<file path="src/sv/ffha_pkg.sv">
// Package for the first-fit heap allocator.
// Holds request and response types, status codes, and the control interface types.
// It depends on nothing else.
package ffha_pkg;

    localparam int ADDR_W    = 32;
    localparam int SIZE_W    = 23;
    localparam int STATUS_W  = 3;
    localparam int CFG_IDX_W = 1;
    localparam int AMOUNT_W  = SIZE_W + 1;

    localparam logic [ADDR_W-1:0] HEADER_BYTES = 32'd8;
    localparam logic [ADDR_W-1:0] PAD_BYTES    = 32'd4;

    localparam logic [ADDR_W-1:0] HEAP_START_RESET = 32'd0;
    localparam logic [ADDR_W-1:0] HEAP_END_RESET   = 32'd4063232;

    localparam logic OP_ALLOC = 1'b0;
    localparam logic OP_FREE  = 1'b1;

    localparam logic [CFG_IDX_W-1:0] CFG_HEAP_START = 1'b0;
    localparam logic [CFG_IDX_W-1:0] CFG_HEAP_END   = 1'b1;

    localparam logic [STATUS_W-1:0] STAT_OK       = 3'd0;
    localparam logic [STATUS_W-1:0] STAT_ZERO     = 3'd1;
    localparam logic [STATUS_W-1:0] STAT_OOM      = 3'd2;
    localparam logic [STATUS_W-1:0] STAT_FULL     = 3'd3;
    localparam logic [STATUS_W-1:0] STAT_BAD_FREE = 3'd4;

    typedef struct packed {
        logic              operation;
        logic [SIZE_W-1:0] request_size;
        logic [ADDR_W-1:0] address;
    } req_t;

    typedef struct packed {
        logic [ADDR_W-1:0]   result_address;
        logic [STATUS_W-1:0] status;
        logic [ADDR_W-1:0]   bytes_used;
    } rsp_t;

    typedef enum logic [1:0] {
        S_IDLE,
        S_SCAN,
        S_DONE
    } ctrl_state_t;

    typedef struct packed {
        logic                start;
        logic                step;
        logic                take;
        logic                release_blk;
        logic                append;
        logic                set_status;
        logic [STATUS_W-1:0] status;
        logic                load_rsp;
    } ctrl_cmd_t;

    typedef struct packed {
        logic is_free;
        logic at_end;
        logic fits;
        logic busy;
        logic match;
        logic oom;
        logic full;
    } dp_status_t;

endpackage

</file>
<file path="src/sv/ffha_dp.sv">
// Datapath of the first-fit heap allocator: block table memory, heap registers,
// address walk and used-bytes counter. Depends on ffha_pkg; driven by ffha_ctrl.
module ffha_dp #(
    parameter int MAX_BLOCKS = 64
) (
    input  logic                            clk,
    input  logic                            rst_n,
    input  ffha_pkg::req_t                  req,
    input  logic                            cfg_we,
    input  logic [ffha_pkg::CFG_IDX_W-1:0]  cfg_index,
    input  logic [ffha_pkg::ADDR_W-1:0]     cfg_data,
    input  ffha_pkg::ctrl_cmd_t             cmd,
    output ffha_pkg::dp_status_t            stat,
    output ffha_pkg::rsp_t                  rsp
);

    localparam int AW      = (MAX_BLOCKS > 1) ? $clog2(MAX_BLOCKS) : 1;
    localparam int CW      = $clog2(MAX_BLOCKS + 1);
    localparam int ENTRY_W = ffha_pkg::SIZE_W + 1;

    logic [ENTRY_W-1:0] mem [MAX_BLOCKS];
    logic [ENTRY_W-1:0] rd_data_reg;
    logic [AW-1:0]      rd_addr;
    logic               wr_en;
    logic [AW-1:0]      wr_addr;
    logic [ENTRY_W-1:0] wr_data;

    logic [ffha_pkg::ADDR_W-1:0]   heap_start_reg, heap_end_reg;
    logic [ffha_pkg::ADDR_W-1:0]   top_reg, top_next;
    logic [ffha_pkg::ADDR_W-1:0]   used_reg, used_next;
    logic [CW-1:0]                 count_reg, count_next;
    logic [CW-1:0]                 idx_reg, idx_plus1;
    logic [ffha_pkg::ADDR_W-1:0]   walk_reg;
    logic                          op_reg;
    logic [ffha_pkg::SIZE_W-1:0]   size_reg;
    logic [ffha_pkg::ADDR_W-1:0]   addr_reg;
    logic [ffha_pkg::ADDR_W-1:0]   res_addr_reg;
    logic [ffha_pkg::STATUS_W-1:0] res_status_reg;
    ffha_pkg::rsp_t                rsp_reg;

    logic                          rd_busy;
    logic [ffha_pkg::SIZE_W-1:0]   rd_size;
    logic [ffha_pkg::AMOUNT_W-1:0] amount;
    logic [ffha_pkg::ADDR_W:0]     used_sum;
    logic [ffha_pkg::ADDR_W:0]     oom_sum;

    assign rd_busy   = rd_data_reg[ENTRY_W-1];
    assign rd_size   = rd_data_reg[ffha_pkg::SIZE_W-1:0];
    assign idx_plus1 = idx_reg + CW'(1);
    assign rd_addr   = cmd.start ? '0 : idx_plus1[AW-1:0];

    always_comb
    begin
        wr_en   = cmd.take || cmd.release_blk || cmd.append;
        wr_addr = idx_reg[AW-1:0];
        wr_data = {cmd.take, rd_size};
        if (cmd.append)
        begin
            wr_addr = count_reg[AW-1:0];
            wr_data = {1'b1, size_reg};
        end
    end

    always_ff @(posedge clk)
    begin
        if (wr_en)
        begin
            mem[wr_addr] <= wr_data;
        end
        rd_data_reg <= mem[rd_addr];
    end

    assign oom_sum = {1'b0, top_reg} + (ffha_pkg::ADDR_W + 1)'(size_reg)
                   + {1'b0, ffha_pkg::HEADER_BYTES};

    always_comb
    begin
        stat.is_free = op_reg;
        stat.at_end  = (idx_reg == count_reg);
        stat.fits    = !rd_busy && (rd_size >= size_reg);
        stat.busy    = rd_busy;
        stat.match   = (walk_reg == addr_reg);
        stat.oom     = (oom_sum >= {1'b0, heap_end_reg});
        stat.full    = (count_reg == CW'(MAX_BLOCKS));
    end

    always_comb
    begin
        amount = ffha_pkg::AMOUNT_W'(size_reg) + ffha_pkg::AMOUNT_W'(ffha_pkg::HEADER_BYTES);
        if (cmd.append)
        begin
            amount = amount + ffha_pkg::AMOUNT_W'(ffha_pkg::PAD_BYTES);
        end
        else if (cmd.release_blk)
        begin
            amount = ffha_pkg::AMOUNT_W'(rd_size)
                   + ffha_pkg::AMOUNT_W'(ffha_pkg::HEADER_BYTES);
        end
        used_sum = {1'b0, used_reg} + (ffha_pkg::ADDR_W + 1)'(amount);

        used_next  = used_reg;
        top_next   = top_reg;
        count_next = count_reg;
        if (cmd.take || cmd.append)
        begin
            used_next = used_sum[ffha_pkg::ADDR_W] ? '1 : used_sum[ffha_pkg::ADDR_W-1:0];
        end
        else if (cmd.release_blk)
        begin
            used_next = (used_reg <= ffha_pkg::ADDR_W'(amount))
                      ? '0 : used_reg - ffha_pkg::ADDR_W'(amount);
        end
        if (cmd.append)
        begin
            top_next   = top_reg + ffha_pkg::ADDR_W'(size_reg) + ffha_pkg::HEADER_BYTES
                       + ffha_pkg::PAD_BYTES;
            count_next = count_reg + CW'(1);
        end
    end

    always_ff @(posedge clk or negedge rst_n)
    begin
        if (!rst_n)
        begin
            heap_start_reg <= ffha_pkg::HEAP_START_RESET;
            heap_end_reg   <= ffha_pkg::HEAP_END_RESET;
            top_reg        <= ffha_pkg::HEAP_START_RESET;
            used_reg       <= '0;
            count_reg      <= '0;
        end
        else if (cfg_we && cfg_index == ffha_pkg::CFG_HEAP_START)
        begin
            heap_start_reg <= cfg_data;
            top_reg        <= cfg_data;
            used_reg       <= '0;
            count_reg      <= '0;
        end
        else
        begin
            if (cfg_we && cfg_index == ffha_pkg::CFG_HEAP_END)
            begin
                heap_end_reg <= cfg_data;
            end
            top_reg   <= top_next;
            used_reg  <= used_next;
            count_reg <= count_next;
        end
    end

    always_ff @(posedge clk)
    begin
        if (cmd.start)
        begin
            op_reg       <= req.operation;
            size_reg     <= req.request_size;
            addr_reg     <= req.address;
            idx_reg      <= '0;
            walk_reg     <= heap_start_reg + ffha_pkg::HEADER_BYTES;
            res_addr_reg <= '0;
        end
        else if (cmd.step)
        begin
            idx_reg  <= idx_plus1;
            walk_reg <= walk_reg + ffha_pkg::ADDR_W'(rd_size) + ffha_pkg::HEADER_BYTES
                      + ffha_pkg::PAD_BYTES;
        end
        else if (cmd.take)
        begin
            res_addr_reg <= walk_reg;
        end
        else if (cmd.append)
        begin
            res_addr_reg <= top_reg + ffha_pkg::HEADER_BYTES;
        end
        if (cmd.set_status)
        begin
            res_status_reg <= cmd.status;
        end
        if (cmd.load_rsp)
        begin
            rsp_reg.result_address <= res_addr_reg;
            rsp_reg.status         <= res_status_reg;
            rsp_reg.bytes_used     <= used_reg;
        end
    end

    assign rsp = rsp_reg;

endmodule

</file>
<file path="src/sv/ffha_ctrl.sv">
// Controller of the first-fit heap allocator: sequences the table walk and the
// commit, and owns the response valid. Depends on ffha_pkg; drives ffha_dp.
module ffha_ctrl (
    input  logic                 clk,
    input  logic                 rst_n,
    input  logic                 req_valid,
    output logic                 req_ready,
    input  logic                 req_alloc_zero,
    output logic                 rsp_valid,
    input  logic                 rsp_ready,
    input  ffha_pkg::dp_status_t stat,
    output ffha_pkg::ctrl_cmd_t  cmd
);

    ffha_pkg::ctrl_state_t state_reg, state_next;
    logic                  rsp_valid_reg, rsp_valid_next;
    logic                  rsp_free;

    assign rsp_free  = !rsp_valid_reg || rsp_ready;
    assign req_ready = (state_reg == ffha_pkg::S_IDLE);
    assign rsp_valid = rsp_valid_reg;

    always_comb
    begin
        state_next = state_reg;
        unique case (state_reg)
            ffha_pkg::S_IDLE:
            begin
                if (req_valid)
                begin
                    state_next = req_alloc_zero ? ffha_pkg::S_DONE : ffha_pkg::S_SCAN;
                end
            end
            ffha_pkg::S_SCAN:
            begin
                if (stat.at_end || (stat.is_free ? stat.match : stat.fits))
                begin
                    state_next = ffha_pkg::S_DONE;
                end
            end
            ffha_pkg::S_DONE:
            begin
                if (rsp_free)
                begin
                    state_next = ffha_pkg::S_IDLE;
                end
            end
            default:
            begin
                state_next = ffha_pkg::S_IDLE;
            end
        endcase
    end

    always_comb
    begin
        cmd            = '0;
        rsp_valid_next = rsp_valid_reg && !rsp_ready;
        unique case (state_reg)
            ffha_pkg::S_IDLE:
            begin
                if (req_valid)
                begin
                    cmd.start      = 1'b1;
                    cmd.set_status = 1'b1;
                    cmd.status     = req_alloc_zero ? ffha_pkg::STAT_ZERO : ffha_pkg::STAT_OK;
                end
            end
            ffha_pkg::S_SCAN:
            begin
                priority if (stat.at_end)
                begin
                    cmd.set_status = 1'b1;
                    priority if (stat.is_free)
                    begin
                        cmd.status = ffha_pkg::STAT_BAD_FREE;
                    end
                    else if (stat.oom)
                    begin
                        cmd.status = ffha_pkg::STAT_OOM;
                    end
                    else if (stat.full)
                    begin
                        cmd.status = ffha_pkg::STAT_FULL;
                    end
                    else
                    begin
                        cmd.status = ffha_pkg::STAT_OK;
                        cmd.append = 1'b1;
                    end
                end
                else if (stat.is_free)
                begin
                    if (stat.match)
                    begin
                        cmd.set_status  = 1'b1;
                        cmd.release_blk = stat.busy;
                        cmd.status      = stat.busy ? ffha_pkg::STAT_OK
                                                    : ffha_pkg::STAT_BAD_FREE;
                    end
                    else
                    begin
                        cmd.step = 1'b1;
                    end
                end
                else
                begin
                    cmd.take = stat.fits;
                    cmd.step = !stat.fits;
                end
            end
            ffha_pkg::S_DONE:
            begin
                if (rsp_free)
                begin
                    cmd.load_rsp   = 1'b1;
                    rsp_valid_next = 1'b1;
                end
            end
            default:
            begin
                cmd = '0;
            end
        endcase
    end

    always_ff @(posedge clk or negedge rst_n)
    begin
        if (!rst_n)
        begin
            state_reg     <= ffha_pkg::S_IDLE;
            rsp_valid_reg <= 1'b0;
        end
        else
        begin
            state_reg     <= state_next;
            rsp_valid_reg <= rsp_valid_next;
        end
    end

endmodule

</file>
<file path="src/sv/first_fit_heap_allocator_unit.sv">
// Top level of the first-fit heap allocator.
// Joins the controller ffha_ctrl and the datapath ffha_dp; types come from ffha_pkg.
//
// Channel    Handshake               Payload
// req        req_valid / req_ready   req (ffha_pkg::req_t)
// rsp        rsp_valid / rsp_ready   rsp (ffha_pkg::rsp_t)
// cfg        cfg_valid / cfg_ready   cfg_index, cfg_data
//
// Response valid rises after a request is accepted and walked through S_SCAN and S_DONE, where
// the walk steps past at most MAX_BLOCKS table records, one per cycle through the registered
// read port of the block table; a zero-size allocate skips S_SCAN.
// The next request can be accepted in the same cycle that response valid rises, since the
// controller returns to S_IDLE as the response is loaded.
// Reset empties the table, sets the top to heap_start and the counter to zero;
// there is no clearing pass. A stalled response holds in the output register while the
// next request is accepted and walked; that request then waits before its response load.
module first_fit_heap_allocator_unit #(
    parameter int MAX_BLOCKS = 64
) (
    input  logic                           clk,
    input  logic                           rst_n,
    input  logic                           req_valid,
    output logic                           req_ready,
    input  ffha_pkg::req_t                 req,
    output logic                           rsp_valid,
    input  logic                           rsp_ready,
    output ffha_pkg::rsp_t                 rsp,
    input  logic                           cfg_valid,
    output logic                           cfg_ready,
    input  logic [ffha_pkg::CFG_IDX_W-1:0] cfg_index,
    input  logic [ffha_pkg::ADDR_W-1:0]    cfg_data
);

    ffha_pkg::ctrl_cmd_t  cmd;
    ffha_pkg::dp_status_t stat;
    logic                 alloc_zero;

    assign cfg_ready  = 1'b1;
    assign alloc_zero = (req.operation == ffha_pkg::OP_ALLOC) && (req.request_size == '0);

    ffha_ctrl u_ctrl (
        .clk            (clk),
        .rst_n          (rst_n),
        .req_valid      (req_valid),
        .req_ready      (req_ready),
        .req_alloc_zero (alloc_zero),
        .rsp_valid      (rsp_valid),
        .rsp_ready      (rsp_ready),
        .stat           (stat),
        .cmd            (cmd)
    );

    ffha_dp #(
        .MAX_BLOCKS (MAX_BLOCKS)
    ) u_dp (
        .clk       (clk),
        .rst_n     (rst_n),
        .req       (req),
        .cfg_we    (cfg_valid && cfg_ready),
        .cfg_index (cfg_index),
        .cfg_data  (cfg_data),
        .cmd       (cmd),
        .stat      (stat),
        .rsp       (rsp)
    );

endmodule
</file>
<file path="config.mk">
export PLATFORM = sky130hd
export DESIGN_NAME = first_fit_heap_allocator_unit
export DESIGN_NICKNAME = d
export VERILOG_FILES = /design/src/sv/ffha_pkg.sv /design/src/sv/ffha_dp.sv /design/src/sv/ffha_ctrl.sv /design/src/sv/first_fit_heap_allocator_unit.sv
export SDC_FILE = /design/constraint.sdc
export NUM_CORES = 2
export LEC_CHECK = 0
export BUFFER_PORTS_ARGS = -buffer_cell sky130_fd_sc_hd__buf_2
export CAP_MARGIN = 20
export CORE_MARGIN = 2
export CORE_UTILIZATION = 49
export CTS_BUF_LIST = sky130_fd_sc_hd__clkbuf_8
export DETAILED_ROUTE_END_ITERATION = 8
export GPL_TIMING_DRIVEN = 0
export MAX_ROUTING_LAYER = met4
export PLACE_DENSITY_LB_ADDON = 0.08
export SLEW_MARGIN = 20
export SYNTH_ARGS = -nofsm -noshare
export SYNTH_HDL_FRONTEND = slang
export SYNTH_SLANG_ARGS = --single-unit
</file>
<file path="constraint.sdc">
create_clock -name clk -period 7.3 [get_ports clk]
set_input_delay 1.46 -clock clk [delete_from_list [all_inputs] [get_ports clk]]
set_output_delay 1.46 -clock clk [all_outputs]
set_load 0.01 [all_outputs]
</file>
==> metrics.md <==
| Metric | Value |
|---|---|
| Outcome | `complete, but fails checks` |
| Failing checks | `antenna violations, negative setup slack` |
| Syn_area_per_cell | `12.3 um^2` |
| Pre-antenna DRT Iters | `7` |
| Top Metal Used | `met4` |
| Synth warn | `0` |
| IO Port Bufs | `162` |
| Initial antenna violation count | `14` |
| Top FF cell, synth | `edfxtp_1` |
| Routed wl met3 | `25.3 mm` |
| Power Density | `about 410 mW/mm^2` |
| Hold crit path type | `in -> async` |
| Reg power frac | `0.359` |
| Final Non-Filler Cells | `10300` |
| Worst setup endpoint | `u_dp.used_reg[24]` |
| Nets | `8019` |
| WP buf/inv | `6` |
| Req. time, crit path | `8.21 ns` |
| Flops & latches, synth | `1895` |
| Worst-Skew Late Latency | `roughly 1.1 ns` |
| Die Span Y | `420 um` |
| P_sw | `17.0 mW` |
| DRC violations left | `0` |
| Hold Fails Final Rpt | `0` |
| Die footprint | `0.176 mm^2` |
| I/O pin total | `164` |
| TNS Setup | `-9.02 ns` |
| Final worst slack | `-0.391 ns` |
| Syn nets | `7200` |
| Final wirelength | `308 mm` |
| Reg2Reg Depth | `34` |
| Overflow after GRT | `0` |
| Most common cell on crit path | `ha_1` |
| Clock transition at the registers of the reported paths | `0.06 ns` |
| H-tree levels | `5` |
| Via count | `about 64000` |
| Crit path kind | `reg -> reg` |
| CP peak stage delay | `between 0.4 and 0.5 ns` |
| Static leakage | `about 36 nW` |
| Core area | `about 0.17 mm^2` |
| Max-cap viol count | `0` |
| Max VDD drop | `0.280 mV` |
| Max_slew headroom | `0.183` |
| Area growth from synthesis to layout | `20.7%` |
| Post-synth EDFFs | `1694` |
| Sw Ratio | `0.400` |
| Max-slew violations | `0` |
| Async SR Flop Fraction | `0.0728` |
| CP Capture Type | `flop` |
| R2r endpoint | `u_dp.used_reg[24]` |
| Commonest non-fill, non-tap cell in the layout | `edfxtp_1` |
| Yosys cell types | `95` |
| Die width | `420 um` |
| Layout cells sized above 1 | `0.178` |
| Period utilisation layout | `1.05` |
| Drt initial violations | `7262` |
| Worst-Margin Slew | `1.22 ns` |
| Vias per cell | `6.24` |
| RSZ-0062 raised after global routing | `yes` |
| DPL Wire Length | `between 200 and 250 mm` |
| CTS tree | `done` |
| Fin crit period | `7.69 ns` |
| Vias in the first global route | `62300` |
| DP Cell Count | `9478` |
| FMAX | `130 MHz` |
| Sequential area share after synthesis | `0.656` |
| Routed length on met1 | `120 mm` |
| Largest net degree at the start of global routing | `77` |
| Area of the multi-input gates | `about 0.03 mm^2` |
| FP Rows | `152` |
| Wire length per cell | `30.0 um` |
| Largest register FFs | `1536` |
| Arrival time worst endpoint | `between 8 and 9 ns` |
| Synthesized area | `about 0.085 mm^2` |
| Fill cells | `~14000` |
| Hold Slack | `around 0.36 ns` |
| CP max stage cell | `edfxtp_1` |
| Commonest cells after routing, fill and taps aside | `1694 x edfxtp_1, 1112 x nand2_1, 451 x nand3_1, 450 x a21oi_1, 386 x o221ai_1` |
| Antenna Nets Post-Route | `1` |
| Clock Sink Count | `1895` |
| Clock Tree Buf Depth | `4` |
| Startpoint types | `flop` |
| Critical R2R Launch | `u_dp.size_reg[0]` |
| All-Layer GR Usage | `0.356` |
| Critical path depth in cells | `34` |
| Total power | `~42 mW` |
| Setup crit start | `u_dp.size_reg[0]` |
| Register area | `approximately 0.056 mm^2` |
| Crit path max fanout | `8` |
| Clk root buf | `clkbuf_8` |
| Crit path max-delay family | `compound AO/OA/AOI/OAI gates` |
| DR WL met2 | `140 mm` |
| First-pass GRT wire length | `roughly 430 mm` |
| Synth Instances | `6892` |
| Logic gate share of total power | `0.427` |
| Clk_skew | `just under 0.09 ns` |
| GPL Wtd Cong | `between 0.9 and 1` |
| R2R setup slack | `-0.39 ns` |
| Int Power | `25.4 mW` |
| Clk network pwr share | `0.213` |
| CTS Buf Count | `about 340` |
| Setup violations, final | `32` |
| Starting Density | `0.493` |
layout make-up:
cell class              count  area share
repair buffers            497      0.0535
diodes                     13    0.000318
multi-input cells        4374       0.289
well taps                2310      0.0283
flip-flops and latches   1895       0.544
plain buffers             460      0.0216
clock inverters           213      0.0101
clock buffers             356      0.0479
inverters                 147     0.00558
worst min path at each step:
stage | to | startpoint | slack [ns] | cells past startpoint
2_1_floorplan | u_dp.rsp[32] | u_dp.res_status_reg[0] | 0.40 | 0
3_3_place_gp | u_dp.rsp[48] | u_dp.res_addr_reg[13] | 0.41 | 0
3_5_place_dp | u_dp.rsp[48] | u_dp.res_addr_reg[13] | 0.42 | 0
4_1_cts | u_dp.heap_end_reg[24] | rst_n | 0.32 | 1
5_1_grt | u_dp.heap_end_reg[24] | rst_n | 0.37 | 1
6_report | u_dp.heap_end_reg[24] | rst_n | 0.36 | 1
stage by stage:
step                      setup slack (ns)  area [um^2]   util
after floorplan                     -0.728        84700      -
after global placement               -9.10        88400  0.515
after detailed placement             -5.12        91900  0.535
after CTS                           -0.374       101000  0.590
after global routing                -0.604       102000  0.595
final                               -0.391       102000  0.595
Yosys cell counts, drive strengths merged (120+ instances only):
cell | count | share of area
edfxtp | 1694 | 0.60
o221ai | 389 | 0.040
inv | 146 | 0.0065
nand3 | 459 | 0.027
nand2 | 1125 | 0.050
ha | 211 | 0.031
o21ai | 184 | 0.011
xnor2 | 136 | 0.014
nor2 | 268 | 0.012
a21oi | 494 | 0.029
clkbuf | 388 | 0.017
dfrtp | 133 | 0.039
a31oi | 120 | 0.0089
repair_timing:
action,4_1_cts,5_1_grt
setup endpoints to repair,3175,395
hold endpoints to repair,0,0
pin swaps,126,109
hold buffers,0,0
gates resized for setup,477,128
setup buffers,163,56
cloned,5,0
power groups by stage:
stage	clock, mW	combinational [mW]	sequential, mW
after floorplan	0	8.05	15.2
after global placement	0	13.6	16.1
after detailed placement	0	15.6	15.5
after CTS	9.13	17.2	15.2
after global routing	9.58	19.1	15.3
final	9.04	18.1	15.2
logic make-up (layout without fill, tap and decap cells):
logic type,count (synthesis),count (layout),synth area share
AOI/OAI and AO/OA,1654,1654,0.135
xor gates and xnor gates,252,252,0.0261
adders and majority gates,214,214,0.0319
buffers and inverters,625,1673,0.0287
DFF,1895,1895,0.656
muxes,48,48,0.00616
other,1,14,0.0000443
and+or+nand+nor,2203,2205,0.116
layer usage:
| layer | track usage | vias up |
|---|---|---|
| li1 | - | 28000 |
| met1 | 0.449 | 31900 |
| met2 | 0.544 | 3340 |
| met3 | 0.0571 | 798 |
| met4 | 0.217 | 0 |
| met5 | - | - |
No activity file was read; power rests on OpenSTA's default activity.
